==> config.mk <==
export PLATFORM = sky130hd
export DESIGN_NAME = mwis_ctrl
export DESIGN_NICKNAME = d
export VERILOG_FILES = /design/src/rtl/core/mwis_pkg.sv /design/src/rtl/core/mwis_ctrl.sv
export SDC_FILE = /design/constraint.sdc
export NUM_CORES = 1
export LEC_CHECK = 0
export CORE_AREA = 2 2 39 41
export DETAILED_ROUTE_END_ITERATION = 12
export DIE_AREA = 0 0 41 43
export DONT_BUFFER_PORTS = 1
export PLACE_DENSITY = 0.44
export SYNTH_ARGS = -nofsm -noshare
export SYNTH_HDL_FRONTEND = slang
export SYNTH_SLANG_ARGS = --single-unit
==> constraint.sdc <==
create_clock -name i_clk -period 1.69 [get_ports i_clk]
set_input_delay 0.169 -clock i_clk [delete_from_list [all_inputs] [get_ports i_clk]]
set_output_delay 0.169 -clock i_clk [all_outputs]
set_load 0.02 [all_outputs]
==> src/rtl/core/mwis_pkg.sv <==
`default_nettype none
package mwis_pkg;

    localparam int HEIGHT_W = 13;
    localparam int WEIGHT_W = 30;
    localparam int SCORE_W  = 48;
    localparam int EPOCH_W  = 8;

    typedef struct packed {
        logic [HEIGHT_W-1:0] height;
        logic [WEIGHT_W-1:0] weight;
        logic                last_item;
    } t_in_item;

    typedef struct packed {
        logic [SCORE_W-1:0] item_score;
        logic [SCORE_W-1:0] best_score;
        logic               sequence_end;
    } t_out_item;

    typedef struct packed {
        logic load;
        logic q_step;
        logic score;
        logic u_step;
        logic finish;
        logic clr_step;
    } t_cmd;

    typedef struct packed {
        logic q_done;
        logic u_done;
        logic clr_done;
        logic out_busy;
        logic wrap;
    } t_sts;

endpackage
`default_nettype wire

==> src/rtl/core/mwis_ctrl.sv <==
`default_nettype none
module mwis_ctrl (
    input  var logic          i_clk,
    input  var logic          i_rst_n,
    input  var logic          i_in_valid,
    output logic              o_in_ready,
    input  var mwis_pkg::t_sts i_sts,
    output mwis_pkg::t_cmd    o_cmd
);

    typedef enum logic [5:0] {
        S_CLEAR  = 6'b000001,
        S_IDLE   = 6'b000010,
        S_QUERY  = 6'b000100,
        S_SCORE  = 6'b001000,
        S_UPDATE = 6'b010000,
        S_FINISH = 6'b100000
    } t_state;

    t_state r_state;
    t_state n_state;

    always_comb begin
        n_state    = r_state;
        o_cmd      = '0;
        o_in_ready = 1'b0;
        unique case (r_state)
            S_CLEAR: begin
                o_cmd.clr_step = 1'b1;
                if (i_sts.clr_done) begin
                    n_state = S_IDLE;
                end
            end
            S_IDLE: begin
                o_in_ready = 1'b1;
                if (i_in_valid) begin
                    o_cmd.load = 1'b1;
                    n_state    = S_QUERY;
                end
            end
            S_QUERY: begin
                if (i_sts.q_done) begin
                    n_state = S_SCORE;
                end else begin
                    o_cmd.q_step = 1'b1;
                end
            end
            S_SCORE: begin
                o_cmd.score = 1'b1;
                n_state     = S_UPDATE;
            end
            S_UPDATE: begin
                if (i_sts.u_done) begin
                    n_state = S_FINISH;
                end else begin
                    o_cmd.u_step = 1'b1;
                end
            end
            S_FINISH: begin
                if (!i_sts.out_busy) begin
                    o_cmd.finish = 1'b1;
                    n_state      = i_sts.wrap ? S_CLEAR : S_IDLE;
                end
            end
            default: begin
                n_state = S_CLEAR;
            end
        endcase
    end

    always_ff @(posedge i_clk) begin
        if (!i_rst_n) begin
            r_state <= S_CLEAR;
        end else begin
            r_state <= n_state;
        end
    end

endmodule
`default_nettype wire

### Yosys cells after proc, flatten, opt, wreduce, memory -nomap -nowiden

Cells that the tools add are included.

| word-level totals | value |
|---|---|
| register bits | 6 |
| output and inout port bits | 7 |

| operators by class | value |
|---|---|
| equality and inequality tests | 11 |
| mux-type cells | 18 |
| reductions and logical operators | 1 |

Operators by type and width:

| cell | number |
|---|---|
| case mux 6 bit (6 select lines) | 1 |
| 2-to-1 mux 6 bit | 5 |
| 2-to-1 mux 1 bit | 11 |
| inequality test 2 bit, second input constant | 5 |
| == test 6 x 1 -> 1 bit, second input constant | 1 |
| == test 6 x 2 -> 1 bit, second input constant | 1 |
| == test 6 x 3 -> 1 bit, second input constant | 1 |
| == test 6 x 4 -> 1 bit, second input constant | 1 |
| == test 6 x 5 -> 1 bit, second input constant | 1 |
| == test 6 bit, second input constant | 1 |
| AND reduction 5 bit | 1 |
| 2-to-1 mux 2 bit | 1 |

### Longest topological paths before layout

| depth | value |
|---|---|
| depth after elaboration | 3 |
| mapped depth | 6 |

### Least setup slack after synthesis

Ideal clock, no wire load.

| path | value |
|---|---|
| kind | register -> register |
| start point | register r_state[3] |
| end point | register r_state[0] |
| library setup time | 0.126 ns |
| data arrival time | 1.965 ns |
| data required time | 1.564 ns |
| setup slack | -0.400 ns |
| stages on the path, launching flop included | 7 |
| clock period less this slack | 2.090 ns |
| cell sequence | dfxtp_1 buf_6 or4_4 nor3b_1 nor2b_1 a211o_1 o211ai_1 |

| between the ends | value |
|---|---|
| cells in the longest elaborated chain, start to end | 3 |
| elaborated cells on any way between the ends | 13 |
| those cells by class | eq/ne (11); mux (1); reduce/logical (1) |

RTL lines:

| what | RTL line | text |
|---|---|---|
| start: declaration | mwis_ctrl.sv:20 | `t_state r_state;` |
| start signal: assignment | mwis_ctrl.sv:75 | `r_state <= n_state;` |
| == test 6 x 3 -> 1 bit (tied with other cells) | mwis_ctrl.sv:27 | `unique case (r_state)` |
| inequality test 2 bit (no source line) | - |  |
| AND reduction 5 bit (no source line) | - |  |

Several ways; a longest one is shown, not always the timed one.
A chain may end at the register's enable or synchronous reset.

==> qor.txt <==
Cts hold-fix bufs = 0
Int Pwr = 0.321 mW
Pre-CTS setup slack = -0.0969 ns
Antenna violations before repair = 0
Register area share after synthesis = 29.1%
Relative slew slack = 77.1%
Achievable Freq = 528 MHz
Endpoints failing hold = 0
Port Buffers = 0
Initial DRT Pass Iterations = 3
Detail Route Antenna Nets = 0
Total placed instance area = 483 sq um
Initial DRC Count = 7
Fin. max-slew vios = 0
Violated checks = setup timing
Top reg by flops = r_state
Sequential Power Share = 36.3%
Sw frac = 33.9%
Arrival time at the worst endpoint = 1.73 ns
RSZ-0062 raised after global routing = yes
Top flop regs = r_state (6)
Grt total ovfl = 0
CTS Buf Count = 3
Clock tree sinks = 6
Register area = 121 sq um
Final Net Count = 69
Worst hold slack = 0.0198 ns
Num rows = 14
Peak VDD IR = 0.000288 V
Fill cells = 147
Final period util = 112%
Later-pin clock latency in the skew report = 0.24 ns
Share of layout cells above drive strength 1 = 40.7%
GP Congestion = 0.736
Combinational power share = 36.4%
DR WL/cell = 13.6 microns
All-Layer GR Usage = 13.4%
Antenna diodes = 0
Setup crit start kind = flip-flop
Type of element capturing the critical path = primary output
Post-Syn Area per Cell = 8.26 sq um
Switch Pwr = 0.165 mW
Netlist cell types = 30
Total power = 0.486 mW
Final instance area = 531 sq um
Min-delay worst type = primary input to flip-flop
Die height = 43 microns
Mapped Cells = 50
Multi-input logic area = 283 sq um
Root Buffer = clkbuf_4
Initial Util = 29.8%
Post-Syn Nets = 58
TritonCTS clock tree = yes
Final setup margin = -0.206 ns
Critical path class = flip-flop to primary output
Die X = 41 microns
Power per Cell Area = 916 nW/um^2
Synthesized area = 413 sq um
Layout area overhead = 28.5%
Clock share of power = 27.3%
Max-Cap Viols = 0
Clk slew on worst S/H paths = 0.05 ns
Clk buf depth = 2
Skew final = 0.00750 ns
Worst endpoint required time = 1.52 ns
Setup TNS = -1.09 ns
Synth warn = 0
Count of state elements after synthesis = 6
Max reg flops = 6
DR vias/cell = 5.25
Detailed-route via count = 394
Ports = 15
First-pass GRT wire length = 1640 microns
Post-DP HPWL = 817 microns
LEAKAGE = 0.225 nW
Final WL = 1020 microns
Outcome = finished, violations left
FF-to-FF setup slack = -0.14 ns
CP max FO = 3
H-tree depth = 1
Worst slew pin tran = 0.344 ns
Final setup violation count = 8
DR DRC count = 0
Die Area = 1760 sq um
Min cycle time layout = 1.90 ns
Core footprint = 1380 sq um
Vias in the first global route = 392
Pin count of the biggest net entering global routing = 9
[Yosys cell counts]
cell,count,share of area [%]
a21oi_1,1,1.2
dfxtp_1,6,29
nand2_1,2,1.8
or3_1,1,1.5
o211ai_1,2,3.6
and3b_2,1,2.4
xor2_1,1,2.1
buf_4,1,1.8
or4_4,1,2.7
nor3_1,1,1.2
nor4b_1,1,2.1
a22o_1,1,2.1
or3b_2,1,2.1
nand3b_1,1,1.8
or4b_1,1,2.4
and2_1,1,1.5
nor2_1,8,7.3
nand4b_1,1,2.1
o21a_1,2,3.6
nor4_1,1,1.5
inv_1,4,3.6
or4_1,1,1.8
a211o_1,1,2.1
o21ai_0,3,3.6
buf_6,1,2.7
o2111ai_2,1,3.6
or2_2,1,1.5
nor3b_1,1,1.8
or4b_4,1,3.3
nor2b_1,1,1.5
[area by class of cell]
cell class	count	area share, %
multi-input cells	38	53.3
clock buffers	3	4.25
repair buffers	8	12.0
well taps	16	3.77
flip-flops and latches	6	22.9
inverters	4	3.77
[per-layer routing]
layer / vias to the layer above / part of all wire [%] / track usage [%]
li1: 207 / - / -
met1: 175 / 43 / 16.8
met2: 12 / 51 / 19.7
met3: 0 / 6.2 / 6.28
met4: 0 / 0 / 4.00
met5: - / 0 / 0
[critical path: stages, from the launching register on]
cell and delay, ns:
dfxtp_2 0.32, or4_4 0.53, or4b_4 0.53, inv_4 0.11
[final timing paths]
path                           startpoint                      end  cells past startpoint
setup / recovery  r_state[3]$_SDFFE_PN0P_                 o_cmd[4]                      3
hold / removal                    i_rst_n  r_state[0]$_SDFFE_PN1P_                      1
setup reg to reg  r_state[3]$_SDFFE_PN0P_  r_state[0]$_SDFFE_PN1P_                      5
hold reg to reg   r_state[1]$_SDFFE_PN0P_  r_state[3]$_SDFFE_PN0P_                      2
[cells by family after synthesis]
kind of cell	synth area share, %
AOI/OAI and AO/OA	20.0
buffers and inverters	8.18
and+or+nand+nor	40.6
xor gates and xnor gates	2.12
DFF	29.1
[power groups by stage]
| stage | Combinational (mW) | Sequential (mW) | Clock, mW |
|---|---|---|---|
| floorplan | 0.122 | 0.174 | 0 |
| global placement | 0.167 | 0.178 | 0 |
| detailed placement | 0.164 | 0.176 | 0 |
| CTS | 0.174 | 0.174 | 0.137 |
| global route | 0.197 | 0.179 | 0.150 |
| finish | 0.177 | 0.177 | 0.132 |
[what timing repair did]
item | CTS | global route
cloned | 0 | 0
pin swaps | 2 | 1
endpoints found under the hold margin | 0 | 0
setup buffers | 0 | 0
resized for setup | 8 | 1
endpoints found under the setup margin | 9 | 10
[layout by cell type, fill, tap and decap left out, drive strengths merged, types with 2 or more instances in the layout]
| cell | Yosys | routed |
|---|---|---|
| nor2 | 8 | 8 |
| buf | 2 | 8 |
| dfxtp | 6 | 6 |
| inv | 4 | 4 |
| o21ai | 3 | 3 |
| clkbuf | 0 | 3 |
| or4 | 2 | 2 |
| nand2 | 2 | 2 |
| o211ai | 2 | 2 |
| o21a | 2 | 2 |
| or4b | 2 | 2 |
[stage by stage]
stage | std cells | util, %
global placement | 72 | 34.9
CTS | 75 | 37.9
global route | 75 | 38.3
detailed placement | 72 | 34.9
floorplan | 50 | -
finish | 75 | 38.3
No activity file was read; power rests on OpenSTA's default activity.
